### src/design/afi_pkg.sv
`timescale 1ns / 1ps
`default_nettype none
// Package for the arming failsafe interlock: command and register codes,
// default parameters, reset values and the item and configuration structs.
// No dependencies.
package afi_pkg;

    // default parameter values
    localparam int MaskWidthDef     = 16;
    localparam int BootBitDef       = 0;
    localparam int SwitchBitDef     = 1;
    localparam int DisarmWaitBitDef = 2;

    // field widths
    localparam int CHAN_W      = 11;
    localparam int TIME_W      = 32;
    localparam int COUNT_W     = 8;
    localparam int INDEX_W     = 4;
    localparam int CMD_W       = 2;
    localparam int OUT_MASK_W  = 16;
    localparam int REG_INDEX_W = 2;
    localparam int CFG_DATA_W  = 32;

    // commands
    localparam logic [CMD_W-1:0] CMD_SET   = 2'd0;
    localparam logic [CMD_W-1:0] CMD_CLEAR = 2'd1;
    localparam logic [CMD_W-1:0] CMD_CHECK = 2'd2;

    // configuration register indexes
    localparam logic [REG_INDEX_W-1:0] REG_ARM_THRESHOLD = 2'd0;
    localparam logic [REG_INDEX_W-1:0] REG_REARM_TIMEOUT = 2'd1;
    localparam logic [REG_INDEX_W-1:0] REG_REPEAT_LIMIT  = 2'd2;

    // configuration reset values
    localparam logic [CHAN_W-1:0]  ARM_THRESHOLD_RST = 11'd1843;
    localparam logic [TIME_W-1:0]  REARM_TIMEOUT_RST = 32'd5000;
    localparam logic [COUNT_W-1:0] REPEAT_LIMIT_RST  = 8'd3;

    typedef struct packed {
        logic [CMD_W-1:0]   cmd;
        logic [INDEX_W-1:0] reason_index;
        logic [TIME_W-1:0]  now_ms;
        logic [CHAN_W-1:0]  arm_value;
        logic               arm_valid;
        logic [CHAN_W-1:0]  prearm_value;
        logic               prearm_valid;
    } afi_item_t;

    typedef struct packed {
        logic [CHAN_W-1:0]  arm_threshold;
        logic [TIME_W-1:0]  rearm_timeout_ms;
        logic [COUNT_W-1:0] repeat_limit;
    } afi_cfg_t;

endpackage
`default_nettype wire

### src/design/afi_if.sv
`timescale 1ns / 1ps
`default_nettype none
// Channel interfaces of the arming failsafe interlock: command items,
// results and configuration writes. Depends on afi_pkg.
interface afi_item_if;
    logic                          valid;
    logic                          ready;
    logic [afi_pkg::CMD_W-1:0]     cmd;
    logic [afi_pkg::INDEX_W-1:0]   reason_index;
    logic [afi_pkg::TIME_W-1:0]    now_ms;
    logic [afi_pkg::CHAN_W-1:0]    arm_value;
    logic                          arm_valid;
    logic [afi_pkg::CHAN_W-1:0]    prearm_value;
    logic                          prearm_valid;

    modport source (
        output valid, cmd, reason_index, now_ms, arm_value, arm_valid,
               prearm_value, prearm_valid,
        input  ready
    );
    modport sink (
        input  valid, cmd, reason_index, now_ms, arm_value, arm_valid,
               prearm_value, prearm_valid,
        output ready
    );
endinterface

interface afi_result_if;
    logic                            valid;
    logic                            ready;
    logic [afi_pkg::OUT_MASK_W-1:0]  reason_mask;
    logic                            failsafe_active;

    modport source (output valid, reason_mask, failsafe_active, input ready);
    modport sink (input valid, reason_mask, failsafe_active, output ready);
endinterface

interface afi_cfg_if;
    logic                             valid;
    logic                             ready;
    logic [afi_pkg::REG_INDEX_W-1:0]  index;
    logic [afi_pkg::CFG_DATA_W-1:0]   data;

    modport source (output valid, index, data, input ready);
    modport sink (input valid, index, data, output ready);
endinterface
`default_nettype wire

### src/design/afi_core.sv
`timescale 1ns / 1ps
`default_nettype none
// Interlock state and the per-transaction update: reason mask, rearm timer,
// entry counter and switch sequence flags. Depends on afi_pkg.
module afi_core #(
    parameter int MASK_WIDTH      = afi_pkg::MaskWidthDef,
    parameter int BOOT_BIT        = afi_pkg::BootBitDef,
    parameter int SWITCH_BIT      = afi_pkg::SwitchBitDef,
    parameter int DISARM_WAIT_BIT = afi_pkg::DisarmWaitBitDef
) (
    input  wire logic                  clk,
    input  wire logic                  rst_n,
    input  wire logic                  step,
    input  wire afi_pkg::afi_item_t    item,
    input  wire afi_pkg::afi_cfg_t     cfg,
    output logic [MASK_WIDTH-1:0]      mask,
    output logic [MASK_WIDTH-1:0]      mask_next
);

    localparam logic [MASK_WIDTH-1:0] ONE = {{(MASK_WIDTH-1){1'b0}}, 1'b1};
    // a fixed bit placed beyond the mask has no effect
    localparam logic [MASK_WIDTH-1:0] BOOT_M =
        (BOOT_BIT < MASK_WIDTH) ? (ONE << BOOT_BIT) : '0;
    localparam logic [MASK_WIDTH-1:0] SWITCH_M =
        (SWITCH_BIT < MASK_WIDTH) ? (ONE << SWITCH_BIT) : '0;
    localparam logic [MASK_WIDTH-1:0] DW_M =
        (DISARM_WAIT_BIT < MASK_WIDTH) ? (ONE << DISARM_WAIT_BIT) : '0;
    localparam logic [afi_pkg::COUNT_W-1:0] COUNT_TOP = '1;

    typedef struct packed {
        logic [MASK_WIDTH-1:0]           mask;
        logic [afi_pkg::TIME_W-1:0]      ts;
        logic                            td;
        logic [afi_pkg::COUNT_W-1:0]     ec;
    } afi_timer_t;

    function automatic afi_timer_t raise_fn(
        input afi_timer_t                 s,
        input logic [MASK_WIDTH-1:0]      b,
        input logic [afi_pkg::TIME_W-1:0] now
    );
        afi_timer_t r;
        r      = s;
        r.mask = s.mask | b;
        // entering failsafe from a clear mask restarts the timer
        if ((b != '0) && (s.mask == '0)) begin
            r.ts = now;
            r.td = 1'b0;
            if (s.ec != COUNT_TOP) begin
                r.ec = s.ec + 1'b1;
            end
        end
        return r;
    endfunction

    logic [MASK_WIDTH-1:0]           mask_reg;
    logic [afi_pkg::TIME_W-1:0]      timer_start_reg;
    logic                            timeout_done_reg;
    logic [afi_pkg::COUNT_W-1:0]     entry_count_reg;
    logic                            repeat_done_reg;
    logic                            prearm_before_arm_reg;
    logic                            both_released_reg;

    afi_timer_t                      timer_next;
    logic                            repeat_done_next;
    logic                            prearm_before_arm_next;
    logic                            both_released_next;
    logic [MASK_WIDTH-1:0]           index_bit;
    logic                            arm_on;
    logic                            pre_on;
    logic [afi_pkg::TIME_W-1:0]      elapsed;

    assign index_bit = (32'(item.reason_index) < MASK_WIDTH)
                     ? (ONE << item.reason_index) : '0;
    assign arm_on = item.arm_valid && (item.arm_value > cfg.arm_threshold);
    assign pre_on = item.prearm_valid && (item.prearm_value > cfg.arm_threshold);

    always_comb
    begin
        timer_next             = '{mask_reg, timer_start_reg, timeout_done_reg,
                                   entry_count_reg};
        repeat_done_next       = repeat_done_reg;
        prearm_before_arm_next = prearm_before_arm_reg;
        both_released_next     = both_released_reg;
        elapsed                = '0;
        unique case (item.cmd)
            afi_pkg::CMD_SET:
            begin
                timer_next = raise_fn(timer_next, index_bit, item.now_ms);
            end
            afi_pkg::CMD_CLEAR:
            begin
                timer_next.mask = timer_next.mask & ~index_bit;
            end
            afi_pkg::CMD_CHECK:
            begin
                // release, prearm alone, then both on clears the switch reason
                if (both_released_reg && prearm_before_arm_reg && pre_on && arm_on)
                begin
                    timer_next.mask    = timer_next.mask & ~SWITCH_M;
                    both_released_next = 1'b0;
                end
                else if (!arm_on)
                begin
                    timer_next = raise_fn(timer_next, SWITCH_M, item.now_ms);
                end
                elapsed = item.now_ms - timer_next.ts;
                if (!timer_next.td && (timer_next.mask != '0) &&
                    (elapsed > cfg.rearm_timeout_ms))
                begin
                    timer_next    = raise_fn(timer_next, DW_M, item.now_ms);
                    timer_next.td = 1'b1;
                end
                if (!repeat_done_next && (timer_next.mask != '0) &&
                    (timer_next.ec > cfg.repeat_limit))
                begin
                    timer_next       = raise_fn(timer_next, DW_M, item.now_ms);
                    repeat_done_next = 1'b1;
                end
                if (item.arm_valid && !arm_on)
                begin
                    timer_next.mask  = timer_next.mask & ~DW_M;
                    timer_next.ec    = '0;
                    repeat_done_next = 1'b0;
                end
                prearm_before_arm_next = pre_on && !arm_on;
                if (!pre_on && !arm_on)
                begin
                    both_released_next = 1'b1;
                end
            end
            default:
            begin
            end
        endcase
    end

    always_ff @(posedge clk or negedge rst_n)
    begin
        if (!rst_n)
        begin
            mask_reg              <= BOOT_M | DW_M;
            timer_start_reg       <= '0;
            timeout_done_reg      <= 1'b0;
            entry_count_reg       <= '0;
            repeat_done_reg       <= 1'b0;
            prearm_before_arm_reg <= 1'b0;
            both_released_reg     <= 1'b0;
        end
        else if (step)
        begin
            mask_reg              <= timer_next.mask;
            timer_start_reg       <= timer_next.ts;
            timeout_done_reg      <= timer_next.td;
            entry_count_reg       <= timer_next.ec;
            repeat_done_reg       <= repeat_done_next;
            prearm_before_arm_reg <= prearm_before_arm_next;
            both_released_reg     <= both_released_next;
        end
    end

    assign mask      = mask_reg;
    assign mask_next = timer_next.mask;

endmodule
`default_nettype wire

### src/design/arming_failsafe_interlock.sv
`timescale 1ns / 1ps
`default_nettype none
// Top level of the arming failsafe interlock: input register, interlock
// core, result register and configuration registers.
// Depends on afi_pkg, afi_if and afi_core.
//
//  channel  modport  direction  payload
//  item     sink     in         cmd, reason_index, now_ms, arm/prearm value+valid
//  result   source   out        reason_mask, failsafe_active
//  cfg      sink     in         index, data (always ready)
//
// One transaction per cycle sustained while result.ready is high; an accepted
// item passes the input register, then its update enters the result register.
// The update itself is one pass of compares and a 32-bit subtract. A stalled
// result holds the input register; item.ready drops only while both
// registers are full and result.ready is low. Reset restores the boot state
// and register defaults.
module arming_failsafe_interlock #(
    parameter int MASK_WIDTH      = afi_pkg::MaskWidthDef,
    parameter int BOOT_BIT        = afi_pkg::BootBitDef,
    parameter int SWITCH_BIT      = afi_pkg::SwitchBitDef,
    parameter int DISARM_WAIT_BIT = afi_pkg::DisarmWaitBitDef
) (
    input  wire logic       clk,
    input  wire logic       rst_n,
    afi_item_if.sink        item,
    afi_result_if.source    result,
    afi_cfg_if.sink         cfg
);

    afi_pkg::afi_cfg_t              cfg_reg;
    afi_pkg::afi_item_t             item_reg;
    logic                           in_vld_reg;
    logic                           out_vld_reg;
    logic [afi_pkg::OUT_MASK_W-1:0] reason_mask_reg;
    logic                           failsafe_reg;
    logic                           advance;
    logic [MASK_WIDTH-1:0]          state_mask;
    logic [MASK_WIDTH-1:0]          mask_next;
    logic [31:0]                    mask_next_wide;
    logic [31:0]                    state_mask_wide;

    assign advance    = in_vld_reg && (!out_vld_reg || result.ready);
    assign item.ready = !in_vld_reg || advance;
    assign cfg.ready  = 1'b1;

    // configuration registers
    always_ff @(posedge clk or negedge rst_n)
    begin
        if (!rst_n)
        begin
            cfg_reg.arm_threshold    <= afi_pkg::ARM_THRESHOLD_RST;
            cfg_reg.rearm_timeout_ms <= afi_pkg::REARM_TIMEOUT_RST;
            cfg_reg.repeat_limit     <= afi_pkg::REPEAT_LIMIT_RST;
        end
        else if (cfg.valid)
        begin
            unique case (cfg.index)
                afi_pkg::REG_ARM_THRESHOLD:
                    cfg_reg.arm_threshold <= cfg.data[afi_pkg::CHAN_W-1:0];
                afi_pkg::REG_REARM_TIMEOUT:
                    cfg_reg.rearm_timeout_ms <= cfg.data[afi_pkg::TIME_W-1:0];
                afi_pkg::REG_REPEAT_LIMIT:
                    cfg_reg.repeat_limit <= cfg.data[afi_pkg::COUNT_W-1:0];
                default:
                begin
                end
            endcase
        end
    end

    // valid flags
    always_ff @(posedge clk or negedge rst_n)
    begin
        if (!rst_n)
        begin
            in_vld_reg  <= 1'b0;
            out_vld_reg <= 1'b0;
        end
        else
        begin
            if (item.ready)
            begin
                in_vld_reg <= item.valid;
            end
            if (advance)
            begin
                out_vld_reg <= 1'b1;
            end
            else if (result.ready)
            begin
                out_vld_reg <= 1'b0;
            end
        end
    end

    // payload registers
    always_ff @(posedge clk)
    begin
        if (item.valid && item.ready)
        begin
            item_reg.cmd          <= item.cmd;
            item_reg.reason_index <= item.reason_index;
            item_reg.now_ms       <= item.now_ms;
            item_reg.arm_value    <= item.arm_value;
            item_reg.arm_valid    <= item.arm_valid;
            item_reg.prearm_value <= item.prearm_value;
            item_reg.prearm_valid <= item.prearm_valid;
        end
        if (advance)
        begin
            reason_mask_reg <= mask_next_wide[afi_pkg::OUT_MASK_W-1:0];
            failsafe_reg    <= |mask_next;
        end
    end

    afi_core #(
        .MASK_WIDTH      (MASK_WIDTH),
        .BOOT_BIT        (BOOT_BIT),
        .SWITCH_BIT      (SWITCH_BIT),
        .DISARM_WAIT_BIT (DISARM_WAIT_BIT)
    ) u_core (
        .clk       (clk),
        .rst_n     (rst_n),
        .step      (advance),
        .item      (item_reg),
        .cfg       (cfg_reg),
        .mask      (state_mask),
        .mask_next (mask_next)
    );

    assign mask_next_wide  = 32'(mask_next);
    assign state_mask_wide = 32'(state_mask);

    assign result.valid           = out_vld_reg;
    assign result.reason_mask     = reason_mask_reg;
    assign result.failsafe_active = failsafe_reg;

    // state moves only with a transaction
    a_state_hold: assert property (@(posedge clk) disable iff (!rst_n)
        !advance |=> $stable(state_mask))
        else $error("interlock state changed without a transaction");

    // every update leaves a result behind
    a_result_follows: assert property (@(posedge clk) disable iff (!rst_n)
        advance |=> out_vld_reg)
        else $error("update produced no result");

    // the result shows the committed state
    a_result_matches: assert property (@(posedge clk) disable iff (!rst_n)
        advance |=> (result.reason_mask == state_mask_wide[afi_pkg::OUT_MASK_W-1:0])
                    && (result.failsafe_active == (state_mask != '0)))
        else $error("result differs from committed mask");

endmodule
`default_nettype wire

### src/flat_wrapper.sv
// flat-port wrapper written by rule: the top's interface ports become plain ports
module arming_failsafe_interlock_flat 
#(
    parameter int MASK_WIDTH      = afi_pkg::MaskWidthDef,
    parameter int BOOT_BIT        = afi_pkg::BootBitDef,
    parameter int SWITCH_BIT      = afi_pkg::SwitchBitDef,
    parameter int DISARM_WAIT_BIT = afi_pkg::DisarmWaitBitDef
)
  (clk, rst_n, item_valid, item_cmd, item_reason_index, item_now_ms, item_arm_value, item_arm_valid, item_prearm_value, item_prearm_valid, item_ready, result_valid, result_reason_mask, result_failsafe_active, result_ready, cfg_valid, cfg_index, cfg_data, cfg_ready);
  afi_item_if item_i ();
  afi_result_if result_i ();
  afi_cfg_if cfg_i ();
  input  wire logic clk;
  input  wire logic rst_n;
  input wire logic [$bits(item_i.valid)-1:0] item_valid;
  input wire logic [$bits(item_i.cmd)-1:0] item_cmd;
  input wire logic [$bits(item_i.reason_index)-1:0] item_reason_index;
  input wire logic [$bits(item_i.now_ms)-1:0] item_now_ms;
  input wire logic [$bits(item_i.arm_value)-1:0] item_arm_value;
  input wire logic [$bits(item_i.arm_valid)-1:0] item_arm_valid;
  input wire logic [$bits(item_i.prearm_value)-1:0] item_prearm_value;
  input wire logic [$bits(item_i.prearm_valid)-1:0] item_prearm_valid;
  output wire logic [$bits(item_i.ready)-1:0] item_ready;
  output wire logic [$bits(result_i.valid)-1:0] result_valid;
  output wire logic [$bits(result_i.reason_mask)-1:0] result_reason_mask;
  output wire logic [$bits(result_i.failsafe_active)-1:0] result_failsafe_active;
  input wire logic [$bits(result_i.ready)-1:0] result_ready;
  input wire logic [$bits(cfg_i.valid)-1:0] cfg_valid;
  input wire logic [$bits(cfg_i.index)-1:0] cfg_index;
  input wire logic [$bits(cfg_i.data)-1:0] cfg_data;
  output wire logic [$bits(cfg_i.ready)-1:0] cfg_ready;
  assign item_i.valid = item_valid;
  assign item_i.cmd = item_cmd;
  assign item_i.reason_index = item_reason_index;
  assign item_i.now_ms = item_now_ms;
  assign item_i.arm_value = item_arm_value;
  assign item_i.arm_valid = item_arm_valid;
  assign item_i.prearm_value = item_prearm_value;
  assign item_i.prearm_valid = item_prearm_valid;
  assign item_ready = item_i.ready;
  assign result_valid = result_i.valid;
  assign result_reason_mask = result_i.reason_mask;
  assign result_failsafe_active = result_i.failsafe_active;
  assign result_i.ready = result_ready;
  assign cfg_i.valid = cfg_valid;
  assign cfg_i.index = cfg_index;
  assign cfg_i.data = cfg_data;
  assign cfg_ready = cfg_i.ready;
  arming_failsafe_interlock #(.MASK_WIDTH(MASK_WIDTH), .BOOT_BIT(BOOT_BIT), .SWITCH_BIT(SWITCH_BIT), .DISARM_WAIT_BIT(DISARM_WAIT_BIT)) u_core (.clk(clk), .rst_n(rst_n), .item(item_i), .result(result_i), .cfg(cfg_i));
endmodule
### config.mk
export PLATFORM = sky130hd
export DESIGN_NAME = arming_failsafe_interlock_flat
export DESIGN_NICKNAME = d
export VERILOG_FILES = /design/src/design/afi_pkg.sv /design/src/design/afi_if.sv /design/src/design/afi_core.sv /design/src/design/arming_failsafe_interlock.sv /design/src/flat_wrapper.sv
export SDC_FILE = /design/constraint.sdc
export NUM_CORES = 1
export LEC_CHECK = 0
export ABC_AREA = 1
export BUFFER_PORTS_ARGS = -buffer_cell sky130_fd_sc_hd__buf_2
export CORE_AREA = 10 10 192 194
export CTS_BUF_LIST = sky130_fd_sc_hd__clkbuf_8
export CTS_CLUSTER_DIAMETER = 60
export CTS_CLUSTER_SIZE = 8
export DETAILED_ROUTE_END_ITERATION = 10
export DIE_AREA = 0 0 202 204
export PLACE_DENSITY = 0.61
export SYNTH_ARGS = -nofsm -noshare
export SYNTH_HDL_FRONTEND = slang
export SYNTH_SLANG_ARGS = --single-unit
export TNS_END_PERCENT = 10
### constraint.sdc
create_clock -name clk -period 9 [get_ports clk]
set_input_delay 1.35 -clock clk [delete_from_list [all_inputs] [get_ports clk]]
set_output_delay 1.35 -clock clk [all_outputs]
set_load 0.05 [all_outputs]
Yosys cells after proc, flatten, opt, wreduce, memory -nomap -nowiden

Index checks and enable logic that the tools add are counted.
W data, S select, Z words.

Register bits after elaboration: 192
Output and inout bits: 20
Word-level logic and storage cells: 109
Input port bits: 101

Add/subtract/negate cells: 4
Reductions and logical operators: 43
Equality and inequality tests: 8
Shift operators: 1
Magnitude comparators: 4
Muxes and demuxes: 25
Bitwise logic cells: 3

Operator list:

| kind                   | count |
|---|---|
| $mux W41               | 6 |
| $mux W44               | 2 |
| $pmux W41 S2           | 1 |
| $mux W57               | 1 |
| $logic_not A16 Y1      | 3 |
| $pmux W16 S3           | 1 |
| $reduce_bool A16 Y1    | 3 |
| $mux W43               | 1 |
| $gt A32 B32 Y1         | 1 |
| $mux W8                | 4 |
| $sub A32 B32 Y32       | 1 |
| $add A8 B1 Y8 const B  | 3 |
| $ne A8 B8 Y1 const B   | 3 |
| $gt A11 B11 Y1         | 2 |
| $and A16 B16 Y16       | 1 |
| $mux W16               | 1 |
| $not A16 Y16           | 1 |
| $or A16 B16 Y16        | 1 |
| $reduce_or A16 Y1      | 1 |
| $shl A1 B4 Y16 const A | 1 |
| $logic_and A1 B1 Y1    | 15 |
| $reduce_and A3 Y1      | 3 |
| $gt A8 B8 Y1           | 1 |
| $reduce_and A2 Y1      | 4 |
| other kinds (10)       | 27 |

Longest topological paths before layout

Gate-level depths: netlist of run 1.

Depth after elaboration: 18
Gate-level depth with buffers: 45

Modules after synthesis

A second synthesis of run 1 with hierarchy kept.

Cell total of the unflattened synthesis: 1370
Area, all modules: 11717.5 µm²

By module, submodules not included:

| module                    | cells an instance | instances | area an instance (µm²) |
|---|---|---|---|
| afi_core                  | 1064              | 1         | 7044.3 |
| arming_failsafe_interlock | 306               | 1         | 4673.2 |

Least setup slack after synthesis of run 1

No wires, ideal clock.

Kind: register -> register
Start: reg u_core.cfg_reg[50] (netlist name)
End: reg u_core.failsafe_reg (netlist: u_core.result.failsafe_active) (data pin)
Setup slack: 3926 ps
Data required time: 8740 ps
Clock period less this slack: 5074 ps
Cell stages (with the launch flop): 43
Arrival: 4814 ps
Buffers on the path: 2
Path through: dfstp_2 -> inv_1 -> ha_1 -> nand2_1 -> inv_2 -> nand2_1 -> nor2_1 -> nand2_1 -> nand3_2 -> nand3_4 -> nand2_4 -> buf_4 -> buf_2 -> nand2_1 -> o21ai_1 -> inv_1 -> ha_1 -> nand3_1 -> (+7 left out) -> nand2_2 -> nand2_2 -> nand2_4 -> nand3b_1 -> nand3_1 -> nand2_1 -> ha_1 -> nand2_1 -> nor2_1 -> nand4_1 -> nor3_1 -> a32oi_1 -> nand3_1 -> nand2_1 -> nand2_1 -> nand2_1 -> nand2_1 -> nand2_1

Longest elaborated chain between the ends: 18
Elaborated cells between the ends (all ways): 34
Classes of those cells: add/sub: 2; order compare: 4; eq/ne: 1; mux: 12; reduce/logical: 15

RTL lines:

| what                                                                      | RTL line                         | text |
|---|---|---|
| start: declaration                                                        | arming_failsafe_interlock.sv:31  | `afi_pkg::afi_cfg_t cfg_reg;` |
| parallel branches: the longest is 15 deep, another holds $sub A32 B32 Y32 | n/a                              |  |
| $mux W3 (*)                                                               | afi_core.sv:120                  | `if (item.arm_valid && !arm_on)` |
| $pmux W16 S3 (*)                                                          | afi_core.sv:86                   | `unique case (item.cmd)` |
| $reduce_or A16 Y1 (*)                                                     | arming_failsafe_interlock.sv:113 | `failsafe_reg <= \|mask_next;` |
| end signal: assignment                                                    | arming_failsafe_interlock.sv:113 |  |
| end: declaration                                                          | arming_failsafe_interlock.sv:36  | `logic failsafe_reg;` |

Every way passes the cells marked *. The select of a mux whose other input is x is not followed.
A chain may end at the register's enable or synchronous reset.

Worst setup path in the final report of run 1

Ends and elaborated chain as after synthesis.

==> results of run 1 <==
## final timing paths
path / end / start / slack [ns] / cells after the start
worst max-delay path: u_core.result.failsafe_active / u_core.cfg_reg[50] / 3.06 / 40
worst min register to register: u_core.cfg_reg[17] / u_core.cfg_reg[17] / 0.50 / 2
max in group asynchronous: u_core.u_core.timeout_done_reg / rst_n / 6.81 / 2
worst min-delay path: u_core.cfg_reg[17] / u_core.cfg_reg[17] / 0.50 / 2
worst max register to register: u_core.result.failsafe_active / u_core.cfg_reg[50] / 3.06 / 40
min in group asynchronous: u_core.u_core.timer_start_reg[24] / rst_n / 0.98 / 1
## cells in the mapped netlist, drive strengths merged (6+ instances only)
| cell type | instances | area share (%) |
|---|---|---|
| nand2 | 267 | 9.3 |
| inv | 221 | 7.3 |
| o21ai | 188 | 8.4 |
| a21oi | 140 | 6.2 |
| dfrtp | 97 | 21 |
| ha | 94 | 10 |
| edfxtp | 79 | 21 |
| nor2 | 75 | 2.5 |
| nand3 | 36 | 1.9 |
| clkbuf | 28 | 0.92 |
| xor2 | 26 | 2.0 |
| nor3 | 19 | 0.84 |
| dfstp | 16 | 3.7 |
| nand4 | 14 | 0.77 |
| buf | 10 | 0.49 |
| nor4 | 8 | 0.49 |
| a221oi | 6 | 0.46 |
## critical path, delay by kind of cell, from the launching register on
family / cells / cell delay (ns)
adder cells (fa/ha/maj): 4 / 1.10
AND/OR/NAND/NOR: 26 / 2.92
AO/OA/AOI/OAI: 4 / 0.59
buffers and inverters: 5 / 0.32
flip-flops: 1 / 0.55
XOR/XNOR: 1 / 0.14
## cell families after synthesis
logic type               Yosys count  synth area share, %
AND/OR/NAND/NOR                  424                16.11
AO/OA/AOI/OAI                    356                16.51
buffers and inverters            259                8.711
flip-flops                       192                45.89
adder cells (fa/ha/maj)           95                10.51
XOR/XNOR                          29                2.233
other                              1              0.03296
## layer usage
| metal | vias to the layer above | wire length, µm |
|---|---|---|
| li1 | 4736 | - |
| met1 | 4283 | 14240 |
| met2 | 174 | 12950 |
| met3 | 25 | 1199 |
| met4 | 0 | 500 |
| met5 | - | 0 |
## where the power goes
part | internal [W] | total, W | switching [W]
clock | 0.000266 | 0.000634 | 0.000368
combinational | 0.000739 | 0.00205 | 0.00131
sequential | 0.00113 | 0.00123 | 0.0000959
## final cells by class
class,instances,area share [%]
clock inverter,15,1.642
multi-input combinational,905,40.29
tap,448,4.352
sequential,192,40.53
clock buffer,17,1.817
timing repair buffer,124,4.935
inverter,221,6.441
## stage by stage
stage / worst slack (ns) / hold slack, ns / instances / total power, W / util, %
2_1_floorplan: 3.926 / 0.4525 / 1356 / 0.002785 / -
3_3_place_gp: 3.182 / 0.4654 / 1890 / 0.003247 / 37.55
3_5_place_dp: 3.071 / 0.4744 / 1890 / 0.003296 / 37.55
4_1_cts: 3.035 / 0.5008 / 1922 / 0.003949 / 38.90
5_1_grt: 2.337 / 0.5222 / 1922 / 0.004310 / 38.90
6_report: 3.062 / 0.4982 / 1922 / 0.003909 / 38.90
==> impl_metrics.toml, run 1 <==
[place]
port_buffers = 119
place_area_mm2 = 0.01243
dp_hpwl_mm = 22.06
globalplace.congestion = 0.8992

[final_layout]
final_cell_mix = "nand2_1 (254), inv_1 (213), a21oi_1 (140), o21ai_0 (133), buf_2 (118)"
largest_reg_flops = 62
final_common_cell = "nand2_1"
nets = 1657
final-seq-area_mm2 = 0.005220
fill_cells = 3407
n_antenna_cell = 0
stdcell_area_mm2 = 0.01288
areaGrowthSynthToFinish_pct = 13.22
multi_input_area_mm2 = 0.005189
final_layout_size_suffix_gt1_share_pct = 14.18

[timing]
max_slew.worst_pin.slew_ns = 1.078
post-route-period-util_pct = 65.98
tns_ns = 0
slew_headroom_pct = 28.04
min_period_ns = 5.938
slew_viol_final = 0
rsz0062_at_grt = "false"
setup_violations = 0
hold_viol = 0
skew_ns = 0.03007
max_freq_ghz = 0.1684

[global_route]
antenna_found_initial = 0
grt_pass1_wl_mm = 47.86
use_met1_pct = 19.58
gr-usage-met2_pct = 22.45
grt_use_total_pct = 14.30
globalRouteMet3Util_pct = 2.599
grt_overflow_total = 0
grt-busiest-layer = "met2"
grt_pass1_vias = 9254
grt_max_degree = 83

[critical_path]
worstSetupStartpointType = "flip-flop"
path_max_fanout = 82
critPathMostFrequentCell = "nand2_1"
cp.required_ns = 9.26
critical_path_class = "reg2reg"
crit_slowest_cell = "nand2_4"
critPathMaxStageDelay_ns = 0.58
critPathCaptureType = "flip-flop"
worstPathArrival_ns = 6.20

[clocking]
cts_buffer_depth = 2
path_clk_slew_ns = 0.11
postCtsSetupRepairBufs = 0
clock-root-buffer = "clkbuf_8"
clk_latency_ns = 0.52
htree_levels = 4
cts_made_buffers = 17
ctsResizeCount = 0
cts_tree = "built"
ctsHoldBuffers = 0
cts.sinks = 192

[detailed_routing]
vias = 9218
via_per_inst = 4.796
firstDrtPassIters = 5
ant_nets = 0
drt_wl_total_mm = 28.89
routedWlPerCell_um = 15.03
drt-initial-drc-count = 604
drc = 0

[floorplan]
core_area_mm2 = 0.03311
die_area_mm2 = 0.04121
fp.dieH_um = 204
start_util_pct = 34.35
rows = 67
die_w_um = 202
boundaryPins = 121

[synth]
synth-seq-area-share_pct = 45.89
synthCells = 1356
synth_edf_count = 79
ys_ff_latch = 192
syn_nets = 1552
synth.distinct_cells = 48
async_flop_share_pct = 58.85
ys_warn_count = 0
avgSynthCellArea_um2 = 8.389
syn-cell-area_mm2 = 0.01138
ys.flop_type = "dfrtp_1"

[power]
cellLeakagePower_nw = 6.235
ir_drop_mv = 0.1234
powerDensity_mw_per_mm2 = 303.5

[job]
drv_cap = 0

[worst_hold_path]
hp-class = "reg2reg"

[run_status]
run_status = "completed"
Power figures use the tool's default switching activity.
==> inputs of run 2 (changes only) <==
clock period = 6.23 ns   (was 9 ns; I/O delays follow)
==> run 2 against run 1 <==
Non-clock buffer count grew 3. Sequential power grew 45%. Largest cell class unchanged. Die area is the same. Sequential share of layout area shrank 0.12 points. Combinational power grew 45%. Wire length grew 2.0%. Core utilization grew 0.11 points. Critical path type unchanged. Power grew 45%. Maximum frequency grew 8.2%. Final cell count grew 0.16%. Highest routed layer unchanged. Clock power grew 46%.
==> impl_metrics.toml, run 2 (synthesis gave the netlist of run 1 again) <==
[run_status]
run_status = "completed"

[timing]
slew_headroom_pct = 24.18
min_period_ns = 5.487
post-route-period-util_pct = 88.08
hold_viol = 0
slew_viol_final = 0
rsz0062_at_grt = "false"
max_slew.worst_pin.slew_ns = 1.136
setup_violations = 0
skew_ns = 0.02396
tns_ns = 0
max_freq_ghz = 0.1822

[detailed_routing]
drt-initial-drc-count = 554
firstDrtPassIters = 7
vias = 9297
ant_nets = 0
drt_wl_total_mm = 29.47
via_per_inst = 4.830
drc = 0
routedWlPerCell_um = 15.31

[critical_path]
path_max_fanout = 46
worstPathArrival_ns = 5.73
crit_family = "simple AND/OR/NAND/NOR gates"
cp.required_ns = 6.47
path_depth = 34
critPathMaxStageDelay_ns = 0.56
critPathCaptureType = "flip-flop"
path_buf_inv = 4
crit_slowest_cell = "dfstp_2"
worstSetupStartpointType = "flip-flop"
critPathMostFrequentCell = "nand2_1"
reg2reg_depth = 34
critical_path_class = "reg2reg"

[global_route]
grt_pass1_vias = 9259
antenna_found_initial = 0
grt_max_degree = 71
grt_use_total_pct = 14.39
grt_overflow_total = 0
grt_pass1_wl_mm = 48.31

[place]
port_buffers = 119
dp_hpwl_mm = 22.55
place_area_mm2 = 0.01246
globalplace.congestion = 0.8922

[floorplan]
start_util_pct = 34.35
boundaryPins = 121
die_w_um = 202
fp.dieH_um = 204
core_area_mm2 = 0.03311
rows = 67
die_area_mm2 = 0.04121

[power]
p_seq_share_pct = 31.3
powerDensity_mw_per_mm2 = 439.4
power.share.switching_pct = 46.00
internal-power_w = 0.003065
switchingPower_w = 0.002611
ir_drop_mv = 0.1453
clockPowerShare_pct = 16.3
cellLeakagePower_nw = 6.253
p_comb_share_pct = 52.4

[clocking]
cts_made_buffers = 17
path_clk_slew_ns = 0.13
clk_latency_ns = 0.49
cts.sinks = 192
htree_levels = 4
ctsHoldBuffers = 0
cts_buffer_depth = 2
cts_tree = "built"
clock-root-buffer = "clkbuf_8"

[final_layout]
stdcell_area_mm2 = 0.01292
nets = 1660
final_layout_size_suffix_gt1_share_pct = 14.35
final_common_cell = "nand2_1"
n_antenna_cell = 0
final_cell_mix = "nand2_1 (254), inv_1 (213), a21oi_1 (140), o21ai_0 (133), buf_2 (118)"
multi_input_area_mm2 = 0.005189
areaGrowthSynthToFinish_pct = 13.55
largest_reg_flops = 62
final-seq-area_mm2 = 0.005220
fill_cells = 3416

[worst_hold_path]
hp-class = "reg2reg"
worstHoldPathCells = 2

[job]
drv_cap = 0
[run 2: changes by cell type in the layout (fill, tap and decap cells not counted)]
| cell | before | now |
|---|---|---|
| inv_12 | 1 | 2 |
| clkinv_8 | 3 | 6 |
| inv_6 | 3 | 2 |
| buf_4 | 6 | 8 |
| inv_8 | 3 | 4 |
| bufinv_16 | 2 | 1 |
| buf_6 | 0 | 1 |
| clkinv_4 | 3 | 0 |
[run 2: path summary, 6_finish.rpt]
| kind | to | slack [ns] | from |
|---|---|---|---|
| worst max-delay path | u_core.result.failsafe_active | 0.74 | u_core.cfg_reg[48] |
| min in group asynchronous | u_core.cfg_reg[27] | 0.59 | rst_n |
| max in group asynchronous | u_core.u_core.timer_start_reg[31] | 4.47 | rst_n |
| worst max register to register | u_core.result.failsafe_active | 0.74 | u_core.cfg_reg[48] |
| worst min-delay path | u_core.cfg_reg[50] | 0.50 | u_core.cfg_reg[50] |
| worst min register to register | u_core.cfg_reg[50] | 0.50 | u_core.cfg_reg[50] |
[run 2: cell type report]
type / count / share of cell area (%)
clock inverters: 15 / 1.724
inverters: 221 / 6.422
flip-flops and latches: 192 / 40.41
clock buffers: 17 / 1.811
multi-input cells: 905 / 40.17
repair buffers: 127 / 5.124
well taps: 448 / 4.339
[run 2: through the flow]
stage	setup slack, ns	total power [W]	cells	hold slack, ns	utilization (%)
3_5_place_dp	0.6315	0.004781	1893	0.4724	37.62
6_report	0.7426	0.005675	1925	0.4995	39.01
4_1_cts	0.5806	0.005731	1925	0.5016	39.00
2_1_floorplan	1.156	0.004023	1356	0.4525	-
3_3_place_gp	0.7644	0.004729	1893	0.4652	37.62
5_1_grt	0.08100	0.006251	1925	0.5183	39.01
[run 2: worst min-delay path, delay by kind of cell (launching register included)]
kind	cells	cell delay (ns)
AO/OA/AOI/OAI	1	0.07
flip-flops	1	0.39
AND/OR/NAND/NOR	1	0.05
[run 2: power groups by stage]
stage	clock [W]	sequential (W)	combinational, W
after floorplan	0	0.00188	0.00215
after global placement	0	0.00180	0.00293
after detailed placement	0	0.00180	0.00298
after CTS	0.000958	0.00178	0.00299
after global routing	0.00101	0.00181	0.00343
final	0.000923	0.00178	0.00297
[run 2: per-layer routing]
metal  up-vias  track usage (%)  wire [µm]
li1       4735                -          -
met1      4376            19.82      14650
met2       167            22.88      13470
met3        19            2.282        893
met4         0            4.188        455
met5         -                0          0
[run 2: timing repair]
action | in CTS | in global routing
hold endpoints to repair | 0 | 0
endpoints found under the setup margin | 0 | 2
gates resized for setup | 0 | 1
buffers inserted | 0 | 0
